--- config.mk ---
export PLATFORM = sky130hd
export DESIGN_NAME = igr5_pos
export DESIGN_NICKNAME = d
export VERILOG_FILES = /design/src/hw/rtl/igr5_pkg.sv /design/src/hw/rtl/igr5_pos.sv
export SDC_FILE = /design/constraint.sdc
export NUM_CORES = 1
export LEC_CHECK = 0
export ABC_AREA = 1
export BUFFER_PORTS_ARGS = -buffer_cell sky130_fd_sc_hd__buf_2
export CAP_MARGIN = 0
export CORE_ASPECT_RATIO = 0.8
export CORE_MARGIN = 2
export CORE_UTILIZATION = 25
export CTS_CLUSTER_SIZE = 24
export DETAILED_ROUTE_END_ITERATION = 8
export PLACE_DENSITY = 0.42
export SLEW_MARGIN = 30
export SYNTH_ARGS = -nofsm -noshare
export SYNTH_HDL_FRONTEND = slang
export SYNTH_SLANG_ARGS = --single-unit
--- constraint.sdc ---
create_clock -name clk -period 2.3 [get_ports clk]
set_input_delay 0.345 -clock clk [delete_from_list [all_inputs] [get_ports clk]]
set_output_delay 0.345 -clock clk [all_outputs]
set_load 0.01 [all_outputs]
--- src/hw/rtl/igr5_pkg.sv ---
`default_nettype none
package igr5_pkg;

	// Field widths
	localparam int PIX_W     = 8;
	localparam int GRAD_W    = 13;
	localparam int ROW_W     = 13;
	localparam int DATA_W    = 13;
	localparam int CFG_IDX_W = 2;

	// Number of line slots held in one memory word
	localparam int LINES = 4;

	// Register limits and reset values
	localparam int WIDTH_MIN    = 5;
	localparam int HEIGHT_MIN   = 5;
	localparam int HEIGHT_MAX   = 4096;
	localparam int RESET_WIDTH  = 640;
	localparam int RESET_HEIGHT = 480;

	// Register indexes
	localparam logic [CFG_IDX_W-1:0] CFG_IMAGE_WIDTH  = 2'd0;
	localparam logic [CFG_IDX_W-1:0] CFG_IMAGE_HEIGHT = 2'd1;

	typedef logic [PIX_W-1:0] pix_t;
	typedef logic [1:0] slot_t;
	typedef pix_t [LINES-1:0] line_word_t;
	typedef logic signed [GRAD_W-1:0] grad_t;

	// Position flags of one pixel, taken from the row and column counters
	typedef struct packed {
		logic  has_result;
		logic  gx_en;
		logic  gy_en;
		logic  frame_end;
		slot_t slot;
	} pos_info_t;

endpackage
`default_nettype wire

--- src/hw/rtl/igr5_pos.sv ---
`default_nettype none
// Frame geometry registers and raster position counters
module igr5_pos #(
	parameter int MAX_WIDTH = 1024
) (
	input  wire  logic                            clk,
	input  wire  logic                            arst_n,
	input  wire  logic                            cfg_we,
	input  wire  logic [igr5_pkg::CFG_IDX_W-1:0]  cfg_index,
	input  wire  logic [igr5_pkg::DATA_W-1:0]     cfg_data,
	input  wire  logic                            acc,
	output logic [$clog2(MAX_WIDTH)-1:0]          addr_a,
	output logic [$clog2(MAX_WIDTH)-1:0]          addr_b,
	output igr5_pkg::pos_info_t                   info
);
	import igr5_pkg::*;

	localparam int CW = $clog2(MAX_WIDTH);
	localparam int WW = $clog2(MAX_WIDTH + 1);
	localparam int XW = WW + 1;
	localparam int RST_WIDTH = (RESET_WIDTH > MAX_WIDTH) ? MAX_WIDTH : RESET_WIDTH;

	logic [WW-1:0]    width_q;
	logic [ROW_W-1:0] height_q;
	logic [ROW_W-1:0] row_q;
	logic [CW-1:0]    col_q;
	logic             col_last;
	logic             row_last;

	// Detect the end of a row and of the padded frame
	assign col_last = (XW'(col_q) + XW'(1)) == XW'(width_q);
	assign row_last = row_q == (height_q + ROW_W'(1));

	// Configuration and counters; a register write restarts the frame
	always_ff @(posedge clk or negedge arst_n) begin
		if (!arst_n) begin
			width_q  <= WW'(RST_WIDTH);
			height_q <= ROW_W'(RESET_HEIGHT);
			row_q    <= '0;
			col_q    <= '0;
		end else if (cfg_we) begin
			unique case (cfg_index)
				CFG_IMAGE_WIDTH: begin
					if (int'(cfg_data) > MAX_WIDTH) begin
						width_q <= WW'(MAX_WIDTH);
					end else if (int'(cfg_data) < WIDTH_MIN) begin
						width_q <= WW'(WIDTH_MIN);
					end else begin
						width_q <= WW'(cfg_data);
					end
					row_q <= '0;
					col_q <= '0;
				end
				CFG_IMAGE_HEIGHT: begin
					if (int'(cfg_data) > HEIGHT_MAX) begin
						height_q <= ROW_W'(HEIGHT_MAX);
					end else if (int'(cfg_data) < HEIGHT_MIN) begin
						height_q <= ROW_W'(HEIGHT_MIN);
					end else begin
						height_q <= cfg_data;
					end
					row_q <= '0;
					col_q <= '0;
				end
				default: begin
				end
			endcase
		end else if (acc) begin
			if (col_last) begin
				col_q <= '0;
				row_q <= row_last ? '0 : row_q + ROW_W'(1);
			end else begin
				col_q <= col_q + CW'(1);
			end
		end
	end

	// Address the current column and the column two ahead
	assign addr_a = col_q;
	assign addr_b = col_q + CW'(2);

	// Flag edges and the frame's last pixel
	always_comb begin
		info.has_result = row_q >= ROW_W'(2);
		info.gx_en      = (col_q >= CW'(2)) && ((XW'(col_q) + XW'(2)) < XW'(width_q));
		info.gy_en      = (row_q >= ROW_W'(4)) && (row_q < height_q);
		info.frame_end  = row_last && col_last;
		info.slot       = row_q[1:0];
	end

endmodule
`default_nettype wire

==> out/metrics.csv <==
metric,value,unit
via count,4089,
post-route non-filler standard cell count,909,
core area,15600,sq um
root buf cell,clkbuf_16,
"commonest non-fill, non-tap cells in the layout","nand2_1, inv_1, buf_4, buf_2, nand3_1",
Post-Synth Adder-Cell Area,0.0981,
crit start category,register,
max_slew headroom,0.577,
Syn Area/Cell,6.85,sq um
endpoints failing hold,0,
Post-DP HPWL,10.4,mm
dominant cells by area after synthesis,"dfrtp_1, nand2_1, ha_1",
minimum clock period,2.68,ns
global-route usage over all layers,0.160,
post-synthesis compound-gate area fraction,0.0981,
"most common cell after layout, fill and taps aside",nand2_1,
Syn Nets,627,
Rows,41,
final setup vio count,15,
wire per inst,14.4,microns
Initial Utilization,0.253,
CP endpoint kind,output port,
Die ar.,16800,sq um
RePlAce Congestion,0.854,
area of the multi-input gates,2710,sq um
Synth Flop Type,dfrtp_1,
NumNets Final,743,
CP arrival,2.34,ns
largest family of logic cells by synthesized area,simple AND/OR/NAND/NOR gates,
Setup WS pre-CTS,-0.156,ns
maximum fanout along the worst path,4,
pin count of the biggest net entering global routing,26,
"FFs w/ async S/R, synth",1.00,
HP Class,in -> async,
Slew Limit Fails,0,
status,finished with violations,
Inst Count DP,884,
Psw,0.959,mW
# DRC,0,
RSZ-0062 raised after global routing,true,
FF-to-FF Start,addr_a[1],
#FFs+latches synth,47,
Crit path top cell by count,inv_2,
Seq pwr share,0.352,
"area leader, netlist",dfrtp_1,
vias in the first global route,3945,
Routed Antenna Nets,0,
number of flops mapped to enable cells by yosys,0,
Num CTS Buffers,5,
clk_skew,0.00958,ns
fin crit share,1.17,
max-cap violation count,0,
Syn-to-layout area delta,41.4,%
CTS tree,yes,
ANT cells,0,
worst vdd ir,0.268,mV
worst-margin pin slew,0.635,ns
Synth cell types,40,
layout cells sized above 1,0.321,
Vias/cell,4.50,
H-tree Lvls,2,
Mapped Cells,577,
antenna violations before repair,0,
sequential fraction of the synthesis area,0.299,
filler cell count,1693,
mux contribution to synthesized area,0,
PD cells,494,nW/um^2
Skew-Pair Late Insertion Delay,0.30,ns
Bufs on Longest Clock Path,2,
Post-Synth Simple-Gate Area,0.346,
final wirelength,13.1,mm
Mapped Area,3960,sq um
Tot Pwr,2.76,mW
Synth top area share,0.259,
iteration-0 DRC count of the detailed router,280,
failing checks,negative setup slack,
Die W,145,microns
FF+latch area,1190,sq um
Synth Area in XOR/XNOR,0.0531,
Pre-Repair DR Iteration Count,4,
clock network power share,0.296,
P_int,1.81,mW
FMAX,373,MHz
WP data required,1.96,ns
CTS Sinks,47,
CP peak stage delay,0.45,ns
Chip Height,117,microns
I/O pins,45,
WS Path Type,reg -> out,
IO buf count,44,
slowest cell on the critical path,dfrtp_2,
clock slew at reported path FFs,0.07,ns
CP cell instances,buf_4 > buf_4 > inv_2 > buf_6 > nor2_1 > ha_1 > nand2_2 > inv_2 > nand3_4 > inv_2 > a2111oi_4 > buf_2,
wire length of the first global-routing pass,20.7,mm
yosys warns,0,
post-route setup slack,-0.381,ns
leakage,2.78,nW
Gate power share,0.352,
Sw Ratio,0.347,
origin of the worst setup path,addr_a[1],
GRT Residual Overflow,0,
## Yosys cell counts (2+ instances only)
cell and n:
nand4_1 14, a21oi_1 14, xor2_1 19, xnor2_1 5, buf_4 3, nor2_1 49
nand3_1 51, o22ai_1 17, buf_2 4, o21ai_0 20, dfrtp_1 41, nor3_1 8
ha_1 31, o21ai_1 2, inv_2 5, nand2_1 163, nor2_2 3, nand3_2 2
clkbuf_1 6, nor4_1 7, dfstp_2 6, nand2_2 5, nand2_4 2, buf_6 2
inv_1 83
## routing by layer
layer | track usage | wire length, microns | vias up
met1 | 0.251 | 6990 | 1898
met3 | 0.0221 | 512 | 11
met2 | 0.231 | 5490 | 81
li1 | - | - | 2099
met4 | 0.0356 | 122 | 0
met5 | 0 | 0 | -
## area by class of cell
class / count / area share
tap: 215 / 0.0481
inverter: 88 / 0.0599
clock inverter: 1 / 0.00134
sequential: 47 / 0.213
multi-input combinational: 427 / 0.485
clock buffer: 7 / 0.0273
timing repair buffer: 124 / 0.165
## sequential cells by signal, indices dropped and copies added (netlist names)
| register | cells |
|---|---|
| addr_a | 10 |
| height_q | 13 |
| row_q | 13 |
| width_q | 11 |
## critical path: cells and delay by family, from the launching register on
kind / cells / cell delay [ns]
adder cells (fa/ha/maj): 1 / 0.36
AND/OR/NAND/NOR: 3 / 0.22
flip-flops: 1 / 0.45
AO/OA/AOI/OAI: 1 / 0.26
buffers and inverters: 7 / 0.73
## worst paths after layout
path                       cells past startpoint     endpoint  slack (ns)
max                                           12      info[4]       -0.38
min                                            1    addr_a[2]        0.06
max reg2reg                                   16    row_q[11]       -0.16
min reg2reg                                    2   width_q[0]        0.53
max in group asynchronous                      2  height_q[8]        1.59
min in group clk                               3  height_q[7]        0.28
## metrics by stage
step                cell area, sq um  TNS, ns  hold slack [ns]   util
finish                          5590    -2.55           0.0623  0.358
global route                    5590    -5.09           0.0973  0.358
CTS                             5280   -0.786           0.0796  0.337
detailed placement              4950   -0.226            0.407  0.316
global placement                4950   -0.137            0.392  0.316
floorplan                       4030        0           0.0494      -
## what timing repair did
action,in CTS,in global routing
pin swaps,12,21
setup buffers,9,8
gates cloned,0,1
resized for setup,23,47
hold buffers,0,0
setup endpoints to repair,12,26
## logic make-up (layout without fill, tap and decap cells)
| logic type | count (synthesis) | count (layout) |
|---|---|---|
| AOI/OAI and AO/OA | 62 | 62 |
| xor gates and xnor gates | 24 | 24 |
| adders and majority gates | 31 | 31 |
| buffers and inverters | 103 | 220 |
| DFF | 47 | 47 |
| and+or+nand+nor | 310 | 310 |
## power by group through the flow
stage	combinational [mW]	clock (mW)	sequential (mW)
global placement	0.806	0	0.990
detailed placement	0.810	0	0.989
CTS	0.875	0.837	0.973
global route	1.09	0.875	0.983
floorplan	0.466	0	0.992
finish	0.974	0.818	0.973
No activity file was read; power rests on OpenSTA's default activity.
