==> src/hw/rtl/igr5_pkg.sv <==
`default_nettype none
package igr5_pkg;

	// Field widths
	localparam int PIX_W     = 8;
	localparam int GRAD_W    = 13;
	localparam int ROW_W     = 13;
	localparam int DATA_W    = 13;
	localparam int CFG_IDX_W = 2;

	// Number of line slots held in one memory word
	localparam int LINES = 4;

	// Register limits and reset values
	localparam int WIDTH_MIN    = 5;
	localparam int HEIGHT_MIN   = 5;
	localparam int HEIGHT_MAX   = 4096;
	localparam int RESET_WIDTH  = 640;
	localparam int RESET_HEIGHT = 480;

	// Register indexes
	localparam logic [CFG_IDX_W-1:0] CFG_IMAGE_WIDTH  = 2'd0;
	localparam logic [CFG_IDX_W-1:0] CFG_IMAGE_HEIGHT = 2'd1;

	typedef logic [PIX_W-1:0] pix_t;
	typedef logic [1:0] slot_t;
	typedef pix_t [LINES-1:0] line_word_t;
	typedef logic signed [GRAD_W-1:0] grad_t;

	// Position flags of one pixel, taken from the row and column counters
	typedef struct packed {
		logic  has_result;
		logic  gx_en;
		logic  gy_en;
		logic  frame_end;
		slot_t slot;
	} pos_info_t;

endpackage
`default_nettype wire

==> src/hw/rtl/igr5_grad.sv <==
`default_nettype none
// Kernel arithmetic: horizontal window history, both derivatives,
// and the output register.
module igr5_grad (
	input  wire  logic                  clk,
	input  wire  logic                  arst_n,
	input  wire  logic                  acc,
	input  wire  igr5_pkg::pix_t        pix,
	input  wire  igr5_pkg::pos_info_t   info,
	input  wire  igr5_pkg::line_word_t  rd_a,
	input  wire  igr5_pkg::line_word_t  rd_b,
	input  wire  logic                  out_ready,
	output logic                        in_ready,
	output logic                        out_valid,
	output igr5_pkg::grad_t             grad_x,
	output igr5_pkg::grad_t             grad_y,
	output logic                        frame_end
);
	import igr5_pkg::*;

	logic      valid_s1;
	pos_info_t info_s1;
	pix_t      pix_s1;
	pix_t      a2_q;
	pix_t      a1_q;
	pix_t      b1_q;
	logic      out_valid_s2;
	grad_t     grad_x_s2;
	grad_t     grad_y_s2;
	logic      frame_end_s2;
	logic      out_free;
	logic      s1_drain;
	pix_t      a_cur;
	pix_t      b_cur;
	grad_t     gx;
	grad_t     gy;

	// Stage 1 drains unless it holds a result the output cannot take
	assign out_free = !out_valid_s2 || out_ready;
	assign s1_drain = valid_s1 && (!info_s1.has_result || out_free);
	assign in_ready = !valid_s1 || s1_drain;

	// Hold the position flags and the pixel while the memory read completes
	always_ff @(posedge clk or negedge arst_n) begin
		if (!arst_n) begin
			valid_s1 <= 1'b0;
		end else if (in_ready) begin
			valid_s1 <= acc;
		end
	end

	always_ff @(posedge clk) begin
		if (acc) begin
			info_s1 <= info;
			pix_s1  <= pix;
		end
	end

	// Select the center row from both reads
	assign a_cur = rd_a[info_s1.slot - 2'd2];
	assign b_cur = rd_b[info_s1.slot - 2'd2];

	// Advance the window: columns c-2, c-1 from port A, c+1 from port B
	always_ff @(posedge clk) begin
		if (s1_drain) begin
			a2_q <= a1_q;
			a1_q <= a_cur;
			b1_q <= b_cur;
		end
	end

	// Apply the kernel 1, -8, 0, 8, -1 in both directions
	always_comb begin
		gx = signed'(GRAD_W'(a2_q)) - (signed'(GRAD_W'(a1_q)) <<< 3)
			+ (signed'(GRAD_W'(b1_q)) <<< 3) - signed'(GRAD_W'(b_cur));
		gy = signed'(GRAD_W'(rd_a[info_s1.slot]))
			- (signed'(GRAD_W'(rd_a[info_s1.slot + 2'd1])) <<< 3)
			+ (signed'(GRAD_W'(rd_a[info_s1.slot - 2'd1])) <<< 3)
			- signed'(GRAD_W'(pix_s1));
	end

	// Output register; zero the derivative near the edges
	always_ff @(posedge clk or negedge arst_n) begin
		if (!arst_n) begin
			out_valid_s2 <= 1'b0;
		end else if (out_free) begin
			out_valid_s2 <= s1_drain && info_s1.has_result;
		end
	end

	always_ff @(posedge clk) begin
		if (out_free && s1_drain && info_s1.has_result) begin
			grad_x_s2    <= info_s1.gx_en ? gx : '0;
			grad_y_s2    <= info_s1.gy_en ? gy : '0;
			frame_end_s2 <= info_s1.frame_end;
		end
	end

	assign out_valid = out_valid_s2;
	assign grad_x    = grad_x_s2;
	assign grad_y    = grad_y_s2;
	assign frame_end = frame_end_s2;

endmodule
`default_nettype wire

==> config.mk <==
export PLATFORM = sky130hd
export DESIGN_NAME = igr5_grad
export DESIGN_NICKNAME = d
export VERILOG_FILES = /design/src/hw/rtl/igr5_pkg.sv /design/src/hw/rtl/igr5_grad.sv
export SDC_FILE = /design/constraint.sdc
export NUM_CORES = 1
export LEC_CHECK = 0
export BUFFER_PORTS_ARGS = -buffer_cell sky130_fd_sc_hd__buf_2
export CORE_MARGIN = 2
export CORE_UTILIZATION = 56
export CTS_CLUSTER_DIAMETER = 40
export DETAILED_ROUTE_END_ITERATION = 16
export GPL_TIMING_DRIVEN = 0
export PLACE_DENSITY = 0.81
export SYNTH_ARGS = -nofsm -noshare
export SYNTH_HDL_FRONTEND = slang
export SYNTH_SLANG_ARGS = --single-unit
==> constraint.sdc <==
create_clock -name clk -period 6.1 [get_ports clk]
set_clock_uncertainty 0.1 [all_clocks]
set_input_delay 0.61 -clock clk [delete_from_list [all_inputs] [get_ports clk]]
set_output_delay 0.61 -clock clk [all_outputs]
set_load 0.01 [all_outputs]
==> results of run 1 <==
## state kept, by name, summed over array words and instances (netlist names)
name       cells
b1_q           8
valid_s1       1
grad_y        13
a2_q           8
info_s1        6
frame_end      1
out_valid      1
grad_x        13
a1_q           8
pix_s1         8
## per-stage QoR
step | hold WS, ns | setup slack (ns) | cell area, sq um | std cells | util, %
after global placement | 0.297 | 1.35 | 5800 | 660 | 65.9
after floorplan | 0.214 | 1.72 | 5120 | 442 | -
after global routing | 0.310 | 0.846 | 6120 | 679 | 69.5
after CTS | 0.312 | 1.16 | 6120 | 679 | 69.5
after detailed placement | 0.298 | 1.21 | 5840 | 662 | 66.3
final | 0.321 | 1.12 | 6120 | 679 | 69.5
## cell families (layout without fill, tap and decap cells)
logic type	count (synthesis)	after routing	synth area share (%)
muxes	48	48	15.4
and+or+nand+nor	91	91	9.29
DFF	67	67	39.1
buffers and inverters	80	209	6.43
xor gates and xnor gates	20	20	3.42
AOI/OAI and AO/OA	78	78	10.1
adders and majority gates	58	58	16.2
## worst paths after layout
check / start / end / slack [ns] / cells after the start
worst max-delay path: info_s1[0]$_DFFE_PP_ / grad_y[12]$_SDFFCE_PN0P_ / 1.12 / 17
worst min-delay path: pix[6] / pix_s1[6]$_DFFE_PP_ / 0.32 / 1
max in group asynchronous: arst_n / valid_s1$_DFFE_PN0P_ / 5.34 / 2
min in group asynchronous: arst_n / out_valid$_DFFE_PN0P_ / 0.46 / 2
worst max register to register: info_s1[0]$_DFFE_PP_ / grad_y[12]$_SDFFCE_PN0P_ / 1.12 / 17
worst min register to register: info_s1[2]$_DFFE_PP_ / frame_end$_DFFE_PP_ / 0.34 / 0
## layer usage
metal | share of wire, % | track usage (%) | wire length (um)
met1 | 39 | 29.5 | 4630
met2 | 50 | 43.5 | 5870
met3 | 7.7 | 5.20 | 904
met4 | 3.4 | 9.91 | 403
met5 | 0 | 0 | 0
## area by class of cell
type	count	area, sq um
plain buffers	14	81.3
clock buffers	9	124
clock inverters	7	146
fillers	675	2690
inverters	66	248
multi-input cells	295	2790
flip-flops and latches	67	2000
well taps	108	135
repair buffers	113	591
## where the power goes
part	internal [uW]	total [uW]	leakage, uW	switching [uW]
sequential	603	623	0.000651	19.5
clock	317	512	0.000135	194
combinational	524	1150	0.00199	629
## cell usage after synthesis, types with 5 or more instances
master,count
inv_1,66
edfxtp_1,65
ha_1,44
nor2_1,27
mux4_2,24
a21oi_1,23
mux2i_1,20
nand2_1,17
o21ai_0,15
fa_1,14
and2_1,11
xnor2_1,11
xor2_1,9
nand3_1,8
nor2b_1,7
buf_2,6
a21o_1,5
nand2b_1,5
o21a_1,5
==> results.json, run 1 <==
{
  "outcome": "completed",
  "slew_headroom_pct": 53.2,
  "synth.avg_cell_area_sq_um": 11.6,
  "drt_iter0_drc": 212,
  "drive_gt1_share_pct": 30.8,
  "antenna_left": 0,
  "crit_buf_inv": 3,
  "postSynthCellCount": 442,
  "crit_path_cell_trace": "buf_4 -> buf_2 -> buf_2 -> mux4_2 -> ha_1 -> fa_1 -> nor2b_1 -> o21ai_0 -> a21boi_0 -> a21oi_1 -> fa_1 -> ha_1 -> a211o_1 -> a21oi_1 -> a21boi_2 -> nor2_1 -> a2111oi_2",
  "ir_drop_uv": 170,
  "final_cell_mix": "buf_2, inv_1, edfxtp_1, ha_1, nor2_1",
  "tns_ns": 0,
  "via_per_inst": 5.86,
  "total_power_uw": 2290,
  "synth_edf_count": 65,
  "maxCapViolCount": 0,
  "antenna_cells": 0,
  "p_leak_uw": 0.00278,
  "netlist_area_sq_mm": 0.00512,
  "hold_path.class": "input pin to flop",
  "period_share_pct": 81.6,
  "pin_count": 111,
  "yosys-top-cells-area": "edfxtp_1, ha_1, mux4_2",
  "yosys.cell_types.count": 55,
  "rsz0062_at_grt": "no",
  "end_kind": "flop",
  "wire_per_inst_um": 17.4,
  "grt_usage_pct": 24.7,
  "cts.sink_count": 67,
  "finalSetupViolations": 0,
  "grt_overflow": 0,
  "crit_type": "flop to flop",
  "die_h_um": 99.6,
  "worstMarginPinSlew_ns": 0.702,
  "worst_ep_arrival_time_ns": 5.04,
  "cts_tree": "yes",
  "clk_pin_slew_ns": 0.09,
  "gp_congestion": 0.889,
  "firstDrtPassIters": 5,
  "initial_utilization_pct": 58.1,
  "area_delta_synth_final_pct": 19.6,
  "final_common_cell": "buf_2",
  "drt-total-wl_mm": 11.8,
  "ys_seq_area_share_pct": 39.1,
  "cts-root-buf": "clkbuf_8",
  "netlist.area_leader.share_pct": 38.1,
  "nets": 706,
  "grt_pass1_vias": 4040,
  "drc_errors": 0,
  "cts_resized": 0,
  "numCtsBuffers": 9,
  "power_density_mw_per_mm2": 374,
  "die_w_um": 99.6,
  "postCtsSetupBuffers": 0,
  "final-max-slew-violation-count": 0,
  "ctsHoldBuffers": 1,
  "required_ns": 6.16,
  "place_hpwl_mm": 9.28,
  "vias": 3977,
  "crit_path_start_kind": "flop",
  "die_area_sq_mm": 0.00992,
  "ys.flop_type": "edfxtp_1",
  "fp-row-count": 34,
  "port_buffers": 110,
  "cpPeakStageDelay_ns": 0.47,
  "clk_latency_ns": 0.36,
  "async_reset_ff_share_pct": 2.99,
  "grt_max_degree": 19,
  "core_region_area_sq_mm": 0.00881,
  "cts_max_level": 3,
  "critPathSlowestCell": "fa_1",
  "grt_pass1_wl_mm": 18.9,
  "hold_violations": 0,
  "cp_top_family": "adder cells",
  "syn_nets": 582,
  "ys_ff_latch": 67,
  "synth_top_area_cell": "edfxtp_1",
  "ys_warn_count": 0,
  "fin_crit_ns": 4.98,
  "fmax_ghz": 0.201,
  "clock_path_buffers": 2,
  "antenna_found_initial": 0,
  "worstPathMaxFanout": 10
}
Note: power is estimated with default switching activity, not from simulation.
==> run 2: changes to the inputs <==
--- a/config.mk
+++ b/config.mk
@@ -5,13 +5,14 @@
 export SDC_FILE = /design/constraint.sdc
 export NUM_CORES = 1
 export LEC_CHECK = 0
+export ABC_AREA = 1
 export BUFFER_PORTS_ARGS = -buffer_cell sky130_fd_sc_hd__buf_2
 export CORE_MARGIN = 2
 export CORE_UTILIZATION = 56
 export CTS_CLUSTER_DIAMETER = 40
 export DETAILED_ROUTE_END_ITERATION = 16
 export GPL_TIMING_DRIVEN = 0
-export PLACE_DENSITY = 0.81
+export PLACE_DENSITY = 0.8
 export SYNTH_ARGS = -nofsm -noshare
 export SYNTH_HDL_FRONTEND = slang
 export SYNTH_SLANG_ARGS = --single-unit
==> constraint.sdc (replaced) <==
create_clock -name clk -period 4.9 [get_ports clk]
set_clock_uncertainty 0.1 [all_clocks]
set_input_delay 0.49 -clock clk [delete_from_list [all_inputs] [get_ports clk]]
set_output_delay 0.49 -clock clk [all_outputs]
set_load 0.01 [all_outputs]
==> results.json, run 2 <==
{
  "core_region_area_sq_mm": 0.00924,
  "drt-total-wl_mm": 12.9,
  "drt_iter0_drc": 337,
  "ys_warn_count": 0,
  "cp_common_cell": "nand2_1",
  "grt_util_met3_pct": 4.76,
  "antenna_found_initial": 0,
  "crit_type": "flop to flop",
  "required_ns": 4.96,
  "cts.sink_count": 67,
  "yosysMostFrequentCell": "nand2_1",
  "clk_pin_slew_ns": 0.08,
  "ys_ff_latch": 67,
  "synthTopCellsByCount": "nand2_1, inv_1, edfxtp_1",
  "synth_top_family_by_area": "simple AND/OR/NAND/NOR gates",
  "nets": 951,
  "vias": 4898,
  "worst_ep_arrival_time_ns": 4.54,
  "tns_ns": 0,
  "seq_area_sq_mm": 0.00200,
  "area_delta_synth_final_pct": 17.4,
  "worstPathMaxFanout": 10,
  "synth_xor_area_share_pct": 1.48,
  "clock_path_buffers": 2,
  "die_w_um": 102,
  "place_hpwl_mm": 10.4,
  "ir_drop_uv": 199,
  "worstMarginPinSlew_ns": 1.08,
  "cts_max_level": 3,
  "seqPwrFrac_pct": 27.5,
  "grt_busiest_layer": "met2",
  "die_area_sq_mm": 0.0103,
  "muxShareOfSynthArea_pct": 1.87,
  "cpPeakStageDelay_ns": 0.46,
  "grt_util_met1_pct": 34.2,
  "comb_power_share_pct": 55.5,
  "pre_cts_ws_ns": 0.442,
  "p_leak_uw": 0.00333,
  "cts-root-buf": "clkbuf_8",
  "hold_path.class": "input pin to flop",
  "postSynthCellCount": 689,
  "synth_edf_count": 65,
  "crit_path_cell_trace": "buf_4 -> buf_2 -> buf_2 -> o21ai_0 -> nand2_1 -> o21ai_0 -> ha_1 -> fa_1 -> o21ai_1 -> xnor2_1 -> inv_1 -> fa_1 -> ha_1 -> nand2_1 -> nand2_1 -> a21oi_1 -> nand3_1 -> a21oi_1",
  "hold_violations": 0,
  "yosys.cell_types.count": 34,
  "grt_usage_pct": 26.0,
  "yosys-top-cells-area": "edfxtp_1, nand2_1, ha_1",
  "cts_tree": "yes",
  "gp_congestion": 0.920,
  "grt_pass1_wl_mm": 20.9,
  "netlist_area_sq_mm": 0.00534,
  "swShare_pct": 43.8,
  "synth.avg_cell_area_sq_um": 7.75,
  "fill_cells": 766,
  "multi_input_area_sq_mm": 0.00273,
  "synthSimpleGateAreaFrac_pct": 22.9,
  "pin_count": 111,
  "fmax_ghz": 0.223,
  "grt_overflow": 0,
  "async_reset_ff_share_pct": 2.99,
  "grt_pass1_vias": 4699,
  "crit_path_start_kind": "flop",
  "crit_buf_inv": 4,
  "power.switching_uw": 1240,
  "synth_top_area_cell": "edfxtp_1",
  "outcome": "completed",
  "clk_latency_ns": 0.35,
  "drive_gt1_share_pct": 18.1,
  "netlist.area_leader.share_pct": 36.6,
  "finalSetupViolations": 0,
  "internal_power_uw": 1590,
  "ys.flop_type": "edfxtp_1",
  "period_share_pct": 91.6,
  "antenna_left": 0,
  "rsz0062_at_grt": "no",
  "power_density_mw_per_mm2": 450,
  "fp-row-count": 35,
  "postCtsSetupBuffers": 0,
  "numCtsBuffers": 9,
  "slew_headroom_pct": 27.8,
  "end_kind": "flop",
  "synth_compound_area_share_pct": 9.37,
  "final_cell_mix": "nand2_1, inv_1, buf_2, edfxtp_1, o21ai_0",
  "antenna_cells": 0,
  "ys_seq_area_share_pct": 37.5,
  "synthAdderAreaFrac_pct": 15.6,
  "final-max-slew-violation-count": 0,
  "critPathSlowestCell": "fa_1",
  "grt_max_degree": 28,
  "syn_nets": 829,
  "wire_per_inst_um": 13.6,
  "use_met2_pct": 42.9,
  "power.clock.fraction_pct": 17.0,
  "final_common_cell": "nand2_1",
  "port_buffers": 110,
  "via_per_inst": 5.18,
  "drc_errors": 0,
  "cp_top_family": "adder cells",
  "fin_crit_ns": 4.49,
  "maxCapViolCount": 0,
  "fin_ws_ns": 0.414,
  "firstDrtPassIters": 5,
  "initial_utilization_pct": 57.8,
  "die_h_um": 102
}
[run 2: power by group through the flow]
| stage | Clock [uW] | Sequential, uW | Combinational (uW) |
|---|---|---|---|
| floorplan | 0 | 809 | 1140 |
| finish | 479 | 777 | 1560 |
| global placement | 0 | 788 | 1500 |
| global route | 503 | 785 | 1800 |
| CTS | 484 | 778 | 1550 |
| detailed placement | 0 | 789 | 1540 |
[run 2: cell type report]
| cell class | count | share of cell area, % |
|---|---|---|
| clock inverter | 4 | 0.799 |
| tap | 129 | 2.58 |
| timing repair buffer | 111 | 8.94 |
| buffer | 16 | 1.34 |
| sequential | 67 | 31.9 |
| multi-input combinational | 468 | 43.6 |
| inverter | 138 | 8.31 |
| clock buffer | 12 | 2.48 |
[run 2: worst register-to-register path, stage by stage (launching register included)]
cell      delay [ns]
edfxtp_1        0.34
buf_4           0.18
buf_2           0.29
buf_2           0.27
o21ai_0         0.16
nand2_1         0.09
o21ai_0         0.13
ha_1            0.27
fa_1            0.40
o21ai_1         0.23
xnor2_1         0.15
inv_1           0.07
fa_1            0.46
ha_1            0.39
nand2_1         0.09
nand2_1         0.08
a21oi_1         0.18
nand3_1         0.13
a21oi_1         0.28
[run 2: repair_timing]
action / in CTS / in global routing
resized for setup: 0 / 1
endpoints found under the setup margin: 0 / 1
hold endpoints to repair: 2 / 0
hold buffers: 1 / 0
[run 2: cell families (layout without fill, tap and decap cells)]
family / count (synthesis) / in the layout
fa+ha+maj: 58 / 58
flops: 67 / 67
buf+inv: 154 / 281
simple gates: 297 / 297
compound gates: 94 / 94
xor+xnor: 9 / 9
mux: 10 / 10
[run 2: through the flow]
step / instance area (sq um) / power, uW / instances / utilization [%] / hold WS, ns
final: 6270 / 2820 / 945 / 67.8 / 0.205
after CTS: 6270 / 2810 / 945 / 67.8 / 0.194
after global routing: 6270 / 3090 / 945 / 67.8 / 0.196
after global placement: 6050 / 2290 / 928 / 65.5 / 0.176
after detailed placement: 6050 / 2330 / 928 / 65.5 / 0.182
after floorplan: 5340 / 1940 / 689 / - / 0.0944
[run 2: per-layer routing]
layer | wire (um) | vias up
met5 | 0 | -
met4 | 309 | 0
met3 | 945 | 36
met2 | 5900 | 206
met1 | 5730 | 2199
li1 | - | 2457
[run 2: path summary, 6_finish.rpt]
check / slack, ns / cells after the start / end / from
max: 0.41 / 18 / grad_y[12]$_SDFFCE_PN0P_ / info_s1[0]$_DFFE_PP_
min: 0.21 / 1 / pix_s1[7]$_DFFE_PP_ / pix[7]
max reg2reg: 0.41 / 18 / grad_y[12]$_SDFFCE_PN0P_ / info_s1[0]$_DFFE_PP_
min reg2reg: 0.34 / 0 / frame_end$_DFFE_PP_ / info_s1[2]$_DFFE_PP_
max in group asynchronous: 4.26 / 2 / out_valid$_DFFE_PN0P_ / arst_n
min in group asynchronous: 0.34 / 2 / valid_s1$_DFFE_PN0P_ / arst_n
